`config.mk`:
```
export PLATFORM = sky130hd
export DESIGN_NAME = utf8_stream_decoder
export DESIGN_NICKNAME = d
export VERILOG_FILES = /design/src/rtl/core/u8dec_pkg.sv /design/src/rtl/core/u8dec_step.sv /design/src/rtl/core/u8dec_out_reg.sv /design/src/rtl/core/utf8_stream_decoder.sv
export SDC_FILE = /design/constraint.sdc
export NUM_CORES = 1
export LEC_CHECK = 0
export ABC_AREA = 1
export BUFFER_PORTS_ARGS = -buffer_cell sky130_fd_sc_hd__clkbuf_2
export CORE_MARGIN = 2
export CORE_UTILIZATION = 50
export DETAILED_ROUTE_END_ITERATION = 10
export PLACE_DENSITY_LB_ADDON = 0.25
export SLEW_MARGIN = 20
export SYNTH_ARGS = -nofsm -noshare
export SYNTH_HDL_FRONTEND = slang
export SYNTH_SLANG_ARGS = --single-unit
export TNS_END_PERCENT = 20
```
`constraint.sdc`:
```
create_clock -name clk_i -period 2.4 [get_ports clk_i]
set_input_delay 0.24 -clock clk_i [delete_from_list [all_inputs] [get_ports clk_i]]
set_output_delay 0.24 -clock clk_i [all_outputs]
set_load 0.01 [all_outputs]
```
`src/rtl/core/u8dec_pkg.sv`:
```
// Shared types and byte-class constants for the UTF-8 stream decoder.
// No dependencies; imported by every module of the decoder.
`default_nettype none

package u8dec_pkg;

  // Width of a decoded codepoint.
  localparam int unsigned CpW = 21;

  // Byte-class masks and the tags they must match.
  localparam logic [7:0] ContMask  = 8'hC0;
  localparam logic [7:0] ContTag   = 8'h80;
  localparam logic [7:0] AsciiMask = 8'h80;
  localparam logic [7:0] AsciiTag  = 8'h00;
  localparam logic [7:0] Lead2Mask = 8'hE0;
  localparam logic [7:0] Lead2Tag  = 8'hC0;
  localparam logic [7:0] Lead3Mask = 8'hF0;
  localparam logic [7:0] Lead3Tag  = 8'hE0;
  localparam logic [7:0] Lead4Mask = 8'hF8;
  localparam logic [7:0] Lead4Tag  = 8'hF0;

  // Payload bits carried by each kind of byte.
  localparam logic [7:0] ContData  = 8'h3F;
  localparam logic [7:0] Lead2Data = 8'h1F;
  localparam logic [7:0] Lead3Data = 8'h0F;
  localparam logic [7:0] Lead4Data = 8'h07;

  // Continuation counts opened by each lead byte.
  localparam logic [1:0] RemNone  = 2'd0;
  localparam logic [1:0] RemLead2 = 2'd1;
  localparam logic [1:0] RemLead3 = 2'd2;
  localparam logic [1:0] RemLead4 = 2'd3;

  // One result word as it travels from the decode step to the output register.
  typedef struct packed {
    logic [CpW-1:0] codepoint;
    logic           present;
    logic           eos;
    logic           str_valid;
  } u8dec_res_t;

endpackage

`default_nettype wire

```
`src/rtl/core/u8dec_step.sv`:
```
// Input register, sequence state and the single-pass decode step.
// Depends on u8dec_pkg for byte classes and the result word type.
`default_nettype none

module u8dec_step (
  input  logic                   clk_i,
  input  logic                   rst_ni,
  input  logic                   in_valid_i,
  output logic                   in_ready_o,
  input  logic [7:0]             data_byte_i,
  input  logic                   last_byte_i,
  output logic                   res_valid_o,
  input  logic                   res_ready_i,
  output u8dec_pkg::u8dec_res_t  res_o
);
  import u8dec_pkg::*;

  logic           in_valid_q;
  logic [7:0]     byte_q;
  logic           last_q;

  logic [CpW-1:0] partial_q, partial_d;
  logic [1:0]     rem_q, rem_d;
  logic           err_q, err_d;

  logic           present;
  logic [CpW-1:0] cp;
  logic [CpW-1:0] shifted;
  logic [1:0]     rem_dec;
  logic           err_fin;
  logic           has_res;
  logic           advance;

  // Decode the held word against the pending sequence.
  always_comb begin
    present   = 1'b0;
    cp        = '0;
    partial_d = '0;
    rem_d     = RemNone;
    err_d     = err_q;
    shifted   = {partial_q[CpW-7:0], byte_q[5:0] & ContData[5:0]};
    rem_dec   = rem_q - 2'd1;
    if (rem_q != RemNone && (byte_q & ContMask) == ContTag) begin
      rem_d = rem_dec;
      if (rem_dec == RemNone) begin
        present = 1'b1;
        cp      = shifted;
      end else begin
        partial_d = shifted;
      end
    end else begin
      // A broken sequence is dropped before the word is decoded as ASCII or a lead.
      if (rem_q != RemNone) begin
        err_d = 1'b1;
      end
      priority if ((byte_q & AsciiMask) == AsciiTag) begin
        present = 1'b1;
        cp      = {{(CpW-8){1'b0}}, byte_q};
      end else if ((byte_q & Lead2Mask) == Lead2Tag) begin
        partial_d = {{(CpW-8){1'b0}}, byte_q & Lead2Data};
        rem_d     = RemLead2;
      end else if ((byte_q & Lead3Mask) == Lead3Tag) begin
        partial_d = {{(CpW-8){1'b0}}, byte_q & Lead3Data};
        rem_d     = RemLead3;
      end else if ((byte_q & Lead4Mask) == Lead4Tag) begin
        partial_d = {{(CpW-8){1'b0}}, byte_q & Lead4Data};
        rem_d     = RemLead4;
      end else begin
        err_d = 1'b1;
      end
    end
    // A sequence cut off by the end of the string counts as a drop.
    err_fin = err_d | (rem_d != RemNone);
  end

  // Result word and handshake toward the output register.
  assign has_res     = present | last_q;
  assign res_valid_o = in_valid_q & has_res;
  assign advance     = in_valid_q & (~has_res | res_ready_i);
  assign in_ready_o  = ~in_valid_q | advance;

  always_comb begin
    res_o.codepoint = cp;
    res_o.present   = present;
    res_o.eos       = last_q;
    res_o.str_valid = last_q & ~err_fin;
  end

  // Input register.
  always_ff @(posedge clk_i or negedge rst_ni) begin
    if (!rst_ni) begin
      in_valid_q <= 1'b0;
    end else if (in_ready_o) begin
      in_valid_q <= in_valid_i;
    end
  end

  always_ff @(posedge clk_i) begin
    if (in_ready_o && in_valid_i) begin
      byte_q <= data_byte_i;
      last_q <= last_byte_i;
    end
  end

  // Sequence state; the last word of a string returns it to reset.
  always_ff @(posedge clk_i or negedge rst_ni) begin
    if (!rst_ni) begin
      partial_q <= '0;
      rem_q     <= RemNone;
      err_q     <= 1'b0;
    end else if (advance) begin
      if (last_q) begin
        partial_q <= '0;
        rem_q     <= RemNone;
        err_q     <= 1'b0;
      end else begin
        partial_q <= partial_d;
        rem_q     <= rem_d;
        err_q     <= err_d;
      end
    end
  end

endmodule

`default_nettype wire

```
`src/rtl/core/u8dec_out_reg.sv`:
```
// Output register that holds one decoded result until it is taken.
// Depends on u8dec_pkg for the result word type.
`default_nettype none

module u8dec_out_reg (
  input  logic                   clk_i,
  input  logic                   rst_ni,
  input  logic                   res_valid_i,
  output logic                   res_ready_o,
  input  u8dec_pkg::u8dec_res_t  res_i,
  output logic                   out_valid_o,
  input  logic                   out_ready_i,
  output logic [u8dec_pkg::CpW-1:0] codepoint_o,
  output logic                   codepoint_present_o,
  output logic                   end_of_string_o,
  output logic                   string_valid_o
);
  import u8dec_pkg::*;

  logic       out_valid_q;
  u8dec_res_t res_q;

  // The slot takes a new word when empty or when its word leaves this cycle.
  assign res_ready_o = ~out_valid_q | out_ready_i;

  always_ff @(posedge clk_i or negedge rst_ni) begin
    if (!rst_ni) begin
      out_valid_q <= 1'b0;
    end else if (res_ready_o) begin
      out_valid_q <= res_valid_i;
    end
  end

  always_ff @(posedge clk_i) begin
    if (res_ready_o && res_valid_i) begin
      res_q <= res_i;
    end
  end

  assign out_valid_o         = out_valid_q;
  assign codepoint_o         = res_q.codepoint;
  assign codepoint_present_o = res_q.present;
  assign end_of_string_o     = res_q.eos;
  assign string_valid_o      = res_q.str_valid;

endmodule

`default_nettype wire

```
`src/rtl/core/utf8_stream_decoder.sv`:
```
// UTF-8 stream decoder: one byte word in, zero or one codepoint word out.
// A result passes from the input register through the decode step into the output
// register, where it is offered.
// Throughput: one byte per cycle, limited only by output backpressure.
// Reset clears all valid flags and the sequence state; no clearing pass.
`default_nettype none

module utf8_stream_decoder (
  input  logic                      clk_i,
  input  logic                      rst_ni,
  input  logic                      in_valid_i,
  output logic                      in_ready_o,
  input  logic [7:0]                data_byte_i,
  input  logic                      last_byte_i,
  output logic                      out_valid_o,
  input  logic                      out_ready_i,
  output logic [u8dec_pkg::CpW-1:0] codepoint_o,
  output logic                      codepoint_present_o,
  output logic                      end_of_string_o,
  output logic                      string_valid_o
);
  import u8dec_pkg::*;

  logic       res_valid;
  logic       res_ready;
  u8dec_res_t res;

  // Input register, sequence state and decode.
  u8dec_step u_step (
    .clk_i       (clk_i),
    .rst_ni      (rst_ni),
    .in_valid_i  (in_valid_i),
    .in_ready_o  (in_ready_o),
    .data_byte_i (data_byte_i),
    .last_byte_i (last_byte_i),
    .res_valid_o (res_valid),
    .res_ready_i (res_ready),
    .res_o       (res)
  );

  // Output register.
  u8dec_out_reg u_out (
    .clk_i               (clk_i),
    .rst_ni              (rst_ni),
    .res_valid_i         (res_valid),
    .res_ready_o         (res_ready),
    .res_i               (res),
    .out_valid_o         (out_valid_o),
    .out_ready_i         (out_ready_i),
    .codepoint_o         (codepoint_o),
    .codepoint_present_o (codepoint_present_o),
    .end_of_string_o     (end_of_string_o),
    .string_valid_o      (string_valid_o)
  );

  // A word without a codepoint is only ever the end-of-string word.
  assert property (@(posedge clk_i) disable iff (!rst_ni)
    out_valid_o && !codepoint_present_o |-> end_of_string_o)
    else $error("result word carries neither a codepoint nor end of string");

  // An end word without a codepoint reports a zero codepoint.
  assert property (@(posedge clk_i) disable iff (!rst_ni)
    out_valid_o && !codepoint_present_o |-> codepoint_o == '0)
    else $error("codepoint not zero on a word without a codepoint");

  // The string-valid flag is only raised on the end word.
  assert property (@(posedge clk_i) disable iff (!rst_ni)
    out_valid_o && !end_of_string_o |-> !string_valid_o)
    else $error("string valid raised before end of string");

endmodule

`default_nettype wire
```
==> impl_metrics.tcl, run 1 <==
set metrics [dict create \
    outcome "complete, no violations" \
    syn_avg_cell_area_um2 9.94 \
    die_h_um 71.6 \
    grt_max_degree 23 \
    met1_usage_pct 24.4 \
    max_slew_margin_pct 64.3 \
    slowest_delay_ps 400 \
    synth_edf_count 33 \
    finalInstanceArea_um2 2670 \
    whs_ps 105 \
    dpl_cell_area_um2 2520 \
    cts_tree "done" \
    syn_inst 230 \
    synthArstFlopShare_pct 37.7 \
    wl_per_cell_um 12.4 \
    rows 24 \
    vias 1560 \
    finish.utilization_pct 60.8 \
    grt_setup_unrepaired "false" \
    drtAntennaViolNets 0 \
    setup_slack_ps 304 \
    first_global_vias 1487 \
    ios 39 \
    hpwl_mm 2.75 \
    crit_required_ps 2160 \
    clockRootBuffer "clkbuf_8" \
    dp.cells 316 \
    cts_made_buffers 5 \
    finalPower_mw 2.01 \
    synth_top_area_share_pct 43.3 \
    cpMaxStageDelayCell "dfrtp_1" \
    yosysSeqAreaShare_pct 65.2 \
    path_max_fanout 22 \
    antenna_found_initial 0 \
    regArea_um2 1490 \
    final_nets 287 \
    crit_path_start_kind "flop" \
    synth.area.top_cells "edfxtp_1 (43%), dfrtp_1 (22%), nand2_1 (9.4%)" \
    hp-class "primary input to flop" \
    cts.clk_slew.worst_paths_ps 90 \
    area_delta_synth_final_pct 16.6 \
    ys_seq_elements 53 \
    start_util_pct 52.1 \
    hold_violations 0 \
    busiest_layer "met2" \
    yosysWarnings 0 \
    path_delay_family "simple AND/OR/NAND/NOR gates" \
    worstPathArrival_ps 1860 \
    crit_type "flop to output pin" \
    grt_pass1_wl_mm 6.82 \
    setup_tns_ps 0 \
    min_period_ps 2100 \
    finClkSkew_ps 5.24 \
    yosysTopAreaCell "edfxtp_1" \
    grt-ovfl-total 0 \
    endpoint_kind "output pin" \
    drive_gt1_share_pct 20.9 \
    track_usage_pct 17.7 \
    ys_types 23 \
    drt_first_iter_violations 133 \
    netlist_area_um2 2290 \
    ys.flop_type "edfxtp_1" \
    ir_drop_uv 402 \
    leakagePower_nw 1.22 \
    final_cell_mix "nand2_1 (57), nor2_1 (42), clkbuf_2 (38)" \
    coreArea_um2 4380 \
    dr.pass1.iters 4 \
    grtUsageMet2_pct 27.3 \
    htree_levels 2 \
    die_area_um2 5130 \
    clock_latency_ps 300 \
    gp_congestion 0.808 \
    power_density_nw_per_um2 754 \
    syn-num-nets 245 \
    nFillCells 383 \
    post_cts_resized 0 \
    cts_max_path_buffers 2 \
    grt_use_met3_pct 3.38 \
    clock_sinks 53 \
    drv_cap 0 \
    dp_slack_ps 404 \
    setup_viol 0 \
    vias_per_cell 4.80 \
    drv_slew 0 \
    path_buf_inv 3 \
    tightest_slew_ps 536 \
    port_buffers 38 \
    wl_mm 4.04 \
    die_x_um 71.6 \
    drc 0 \
    n_antenna_cell 0 \
    fmax_mhz 477 \
    instances_no_fill 325 \
    period_share_pct 87.3 \
    cp_cell_sequence "inv_1 > ha_1 > inv_1 > nand3_4 > nand3_4 > nand3_1 > clkbuf_2" \
    layout_commonest_cell "nand2_1" \
    multi_input_area_um2 636 \
]
-- sequential cells by signal, indices dropped and copies added, names as in the netlist --
| name | cells |
|---|---|
| u_out.string_valid_o | 1 |
| u_out.end_of_string_o | 1 |
| u_step.byte_q | 8 |
| u_out.out_valid_o | 1 |
| u_step.in_valid_q | 1 |
| u_step.partial_q | 15 |
| u_out.codepoint_o | 21 |
| u_step.last_q | 1 |
| u_step.rem_q | 2 |
| u_step.err_q | 1 |
| u_out.codepoint_present_o | 1 |
-- worst paths after layout --
check | start | end | slack, ps | cells after the start
setup reg to reg | u_step.rem_q[0] | u_step.byte_q[0] | 380 | 8
max in group asynchronous | rst_ni | u_step.partial_q[5] | 1630 | 2
hold reg to reg | u_step.partial_q[12] | u_step.partial_q[12] | 480 | 2
setup / recovery | u_step.rem_q[0] | in_ready_o | 300 | 7
hold / removal | last_byte_i | u_step.last_q | 100 | 1
min in group asynchronous | rst_ni | u_step.partial_q[10] | 420 | 2
-- what timing repair did --
item | in CTS | in global routing
hold buffers | 1 | 0
setup buffers | 0 | 0
hold endpoints to repair | 20 | 0
-- logic make-up (layout without fill, tap and decap cells) --
family          Yosys count  after routing  synth area share, %
compound gates           10             10                 2.41
fa+ha+maj                 2              2                 1.09
buf+inv                  39             82                 7.06
flops                    53             53                 65.2
simple gates            126            126                 24.2
-- power by group --
group	switching [mW]	leakage (nW)	internal, mW
Sequential	0.0364	0.592	1.04
Clock	0.290	0.0681	0.414
Combinational	0.151	0.560	0.0762
-- cell type report --
class | count | area share, %
clock inverter | 3 | 2.44
multi-input combinational | 138 | 23.8
tap | 52 | 2.44
timing repair buffer | 41 | 8.08
sequential | 53 | 56.0
inverter | 33 | 4.65
clock buffer | 5 | 2.58
-- metal layers --
metal	vias to the layer above	share of wire [%]
met1	717	47
li1	809	-
met5	-	0
met4	0	1.8
met3	6	3.2
met2	28	48
-- Yosys cell counts, types with 2 or more instances --
| master | count |
|---|---|
| dfrtp_1 | 20 |
| inv_1 | 32 |
| nor2_1 | 43 |
| nand3_1 | 18 |
| buf_2 | 3 |
| a21oi_1 | 6 |
| edfxtp_1 | 33 |
| ha_1 | 2 |
| nand2_4 | 2 |
| nand2_1 | 57 |
| nand3_4 | 2 |
-- worst reg2reg max path: stages (launching register included) --
cell and delay, ps:
dfrtp_1 420, inv_1 90, ha_1 160, inv_1 90, nand3_4 260, nand3_4 150, nand3_1 150, nand2_1 110
inv_1 280
(Power assumes the default switching activity.)
==> run 2, diff against run 1 <==
Settings changed: CORE_ASPECT_RATIO set to 1.2.
==> run 2 against run 1 <==
  * Routed wire length fell by 4.3%
  * Register-to-register slack better by 220 ps
  * Count of clock-buffer cells in the layout unchanged
  * Total power down 11%
  * First-iteration DRC count is 17% lower
  * Critical path type unchanged
==> impl_metrics.tcl, run 2 (synthesized netlist as in run 1, its figures left out) <==
set metrics [dict create \
    outcome "complete, no violations" \
    cts.clk_slew.worst_paths_ps 90 \
    grt_max_degree 23 \
    vias 1544 \
    largest_register_ffs 21 \
    path_delay_family "flip-flops" \
    clock_sinks 53 \
    hold_violations 0 \
    combPwrFrac_pct 13.0 \
    path_buf_inv 3 \
    finClkSkew_ps 4.58 \
    wl_per_cell_um 11.8 \
    setup_tns_ps 0 \
    power_density_nw_per_um2 677 \
    clock_latency_ps 300 \
    setup_slack_ps 589 \
    setup_viol 0 \
    endpoint_kind "output pin" \
    first_global_vias 1527 \
    die_area_um2 5130 \
    n_antenna_cell 0 \
    nFillCells 364 \
    cp_cell_sequence "inv_1 > ha_1 > inv_1 > nand3_4 > nand3_4 > nand3_1 > clkbuf_2" \
    coreArea_um2 4330 \
    p_seq_share_pct 60.4 \
    rows 26 \
    dpl_cell_area_um2 2540 \
    ios 39 \
    drc 0 \
    cts_tree "done" \
    worstPathArrival_ps 1570 \
    leakagePower_nw 1.20 \
    instances_no_fill 329 \
    dr.pass1.iters 4 \
    vias_per_cell 4.69 \
    dp.cells 320 \
    clockRootBuffer "clkbuf_8" \
    wl_mm 3.87 \
    fmax_mhz 552 \
    final_nets 287 \
    crit_required_ps 2160 \
    grt_setup_unrepaired "false" \
    grt-ovfl-total 0 \
    clkPwrFrac_pct 26.6 \
    cpMaxStageDelayCell "dfrtp_1" \
    drtAntennaViolNets 0 \
    cts_made_buffers 5 \
    gp_congestion 0.887 \
    cts_max_path_buffers 2 \
    die_x_um 65.7 \
    drive_gt1_share_pct 20.5 \
    crit_path_start_kind "flop" \
    layout_commonest_cell "nand2_1" \
    hpwl_mm 2.78 \
    min_period_ps 1810 \
    htree_levels 2 \
    drv_cap 0 \
    finalPower_mw 1.78 \
    area_delta_synth_final_pct 15.3 \
    internal_power_mw 1.32 \
    start_util_pct 52.8 \
    die_h_um 78.1 \
    dp_slack_ps 612 \
    p_sw_uw 462 \
    period_share_pct 75.5 \
    crit_type "flop to output pin" \
    slowest_delay_ps 390 \
    finalInstanceArea_um2 2640 \
    final_cell_mix "nand2_1 (57), nor2_1 (42), clkbuf_2 (38)" \
    drt_first_iter_violations 110 \
    finish.utilization_pct 60.9 \
    hp-class "primary input to flop" \
    tightest_slew_ps 535 \
    path_max_fanout 4 \
    port_buffers 38 \
    track_usage_pct 16.8 \
    antenna_found_initial 0 \
    ir_drop_uv 522 \
    post_cts_resized 0 \
    whs_ps 109 \
    grt_pass1_wl_mm 6.49 \
    drv_slew 0 \
    switching_share_pct 25.9 \
    max_slew_margin_pct 64.3 \
]
[run 2: cell count changes in the layout (fill, tap and decap cells not counted)]
cell / delta
buf_12: +1
buf_4: -1
bufinv_16: -2
clkinv_1: +1
clkinv_4: +1
[run 2: worst paths after layout]
kind	end	startpoint	depth (start not counted)	slack, ps
min	u_step.byte_q[0]	data_byte_i[0]	1	110
min in group asynchronous	u_step.rem_q[1]	rst_ni	2	440
max	in_ready_o	u_step.rem_q[0]	7	590
min reg2reg	u_step.partial_q[4]	u_step.partial_q[4]	2	480
max reg2reg	u_out.codepoint_o[4]	u_step.rem_q[0]	8	600
max in group asynchronous	u_step.partial_q[1]	rst_ni	2	1620
[run 2: timing repair]
action                    in CTS  in global routing
buffers inserted               0                  0
hold endpoints to repair      20                  0
hold buffers                   1                  0
[run 2: area by class of cell]
type                       count  area (um2)  area share (%)
multi-input combinational    138         636            24.1
timing repair buffer          41         228            8.64
sequential                    53        1490            56.6
clock buffer                   5        68.8            2.61
tap                           56        70.1            2.66
inverter                      33         124            4.70
clock inverter                 3        17.5           0.665
[run 2: power by group through the flow]
stage	registers, mW	logic (mW)	clock network (mW)
global route	1.08	0.260	0.522
floorplan	1.11	0.137	0
global placement	1.10	0.229	0
detailed placement	1.10	0.234	0
CTS	1.08	0.236	0.489
finish	1.08	0.232	0.474
[run 2: routing by layer]
metal / vias to the layer above / routed length, um / share of wire, % / global-route usage, %
li1: 806 / - / - / -
met3: 6 / 126 / 3.3 / 5.30
met2: 28 / 2090 / 54 / 29.3
met1: 704 / 1590 / 41 / 18.3
met5: - / 0 / 0 / 0
met4: 0 / 67 / 1.7 / 7.92
==> run 3, diff against run 2 <==
Clock period 2.4 ns to 1.5 ns, I/O delays scaled along.
==> run 3 against run 2 <==
  * Via count grew 10%
  * Flip-flop and latch count is the same
  * Critical path type is now flop to flop
  * Routed wire length increased by 7.9%
  * The run now ends with negative setup slack left
  * Highest routed layer unchanged
  * Die area did not move
==> impl_metrics.tcl, run 3 (synthesized netlist as in run 1, its figures left out) <==
set metrics [dict create \
    worstPathArrival_ps 1830 \
    dpl_cell_area_um2 2660 \
    finish.utilization_pct 68.5 \
    path_max_fanout 9 \
    first_global_vias 1634 \
    gp_congestion 0.795 \
    max_slew_margin_pct 65.7 \
    antenna_found_initial 0 \
    final_cell_mix "nand2_1 (50), nor2_1 (41), clkbuf_2 (37)" \
    wl_mm 4.18 \
    outcome "finished with violations" \
    area_delta_synth_final_pct 29.6 \
    drv_cap 0 \
    crit_required_ps 1710 \
    endpoint_kind "flop" \
    vias 1699 \
    start_util_pct 52.8 \
    leakagePower_nw 1.31 \
    setup_viol 47 \
    finalInstanceArea_um2 2960 \
    clock_latency_ps 310 \
    drt_first_iter_violations 91 \
    nFillCells 328 \
    cts_tree "done" \
    track_usage_pct 17.8 \
    violations "negative setup slack" \
    power_density_nw_per_um2 1040 \
    vias_per_cell 4.87 \
    hold_violations 0 \
    cts_made_buffers 5 \
    fmax_mhz 615 \
    grt_max_degree 25 \
    crit_type "flop to flop" \
    regArea_um2 1490 \
    ir_drop_uv 691 \
    wl_per_cell_um 12.0 \
    layout_commonest_cell "nand2_1" \
    finClkSkew_ps 11.8 \
    port_buffers 38 \
    rows 26 \
    period_share_pct 108 \
    htree_levels 2 \
    cts_max_path_buffers 2 \
    drive_gt1_share_pct 32.8 \
    clock_sinks 53 \
    multi_input_area_um2 776 \
    setup_slack_ps -126 \
    n_antenna_cell 0 \
    grt_pass1_wl_mm 7.00 \
    final_nets 307 \
    ios 39 \
    crit_path_start_kind "flop" \
    cts.clk_slew.worst_paths_ps 90 \
    hpwl_mm 2.78 \
    dp_slack_ps -67.4 \
    drtAntennaViolNets 0 \
    clockRootBuffer "clkbuf_8" \
    hp-class "primary input to flop" \
    die_area_um2 5130 \
    die_x_um 65.7 \
    finalPower_mw 3.08 \
    grt_setup_unrepaired "true" \
    grt-ovfl-total 0 \
    coreArea_um2 4330 \
    dr.pass1.iters 4 \
    tightest_slew_ps 514 \
    die_h_um 78.1 \
    drv_slew 0 \
    largest_register_ffs 21 \
    min_period_ps 1630 \
    drc 0 \
]
[run 3: routing by layer]
metal / share of wire, % / up-vias / GRT usage (%)
li1: - / 851 / -
met2: 55 / 48 / 29.6
met1: 38 / 792 / 21.8
met3: 4.5 / 8 / 4.58
met5: 0 / - / 0
met4: 1.8 / 0 / 7.71
[run 3: stage by stage]
| step | hold WS [ps] | std cells | setup TNS [ps] |
|---|---|---|---|
| floorplan | -146 | 230 | -5520 |
| global placement | 148 | 332 | -227 |
| detailed placement | 145 | 332 | -2190 |
| CTS | 5.58 | 346 | -3480 |
| global route | 1.45 | 349 | -8050 |
| finish | 13.0 | 349 | -3980 |
[run 3: critical path, cell delays in order (launching register included)]
cell and delay (ps):
dfrtp_1 410, buf_6 130, ha_4 160, nand3_4 80, nand3_4 90, buf_4 140
buf_4 140, nand2_8 120, nand2_4 110, nand2_1 80, nand2_1 50
[run 3: timing repair]
item / in CTS / in global routing
cloned: 1 / 3
buffers inserted: 5 / 0
gates resized for setup: 15 / 17
hold endpoints to repair: 20 / 0
endpoints found under the setup margin: 43 / 64
hold buffers: 1 / 0
pin swaps: 4 / 9
[run 3: cell type report]
type                       instances  area share [%]
sequential                        53            50.4
multi-input combinational        140            26.2
timing repair buffer              58            13.3
inverter                          33            4.35
tap                               56            2.37
clock buffer                       5            2.32
clock inverter                     3           0.845
timing repair inverter             1           0.253
[run 3: final timing paths]
path / cells after the start / end / slack [ps] / start
min in group asynchronous: 2 / u_step.partial_q[2] / 330 / rst_ni
setup / recovery: 10 / u_step.partial_q[12] / -130 / u_step.rem_q[0]
hold / removal: 1 / u_step.last_q / 10 / last_byte_i
hold reg to reg: 2 / u_step.partial_q[13] / 480 / u_step.partial_q[13]
setup reg to reg: 10 / u_step.partial_q[12] / -130 / u_step.rem_q[0]
max in group asynchronous: 2 / u_step.partial_q[0] / 820 / rst_ni
[run 3: where the power goes]
group	internal (mW)	total [mW]	switching, mW
Clock	0.337	0.819	0.482
Combinational	0.225	0.555	0.330
Sequential	1.67	1.71	0.0427
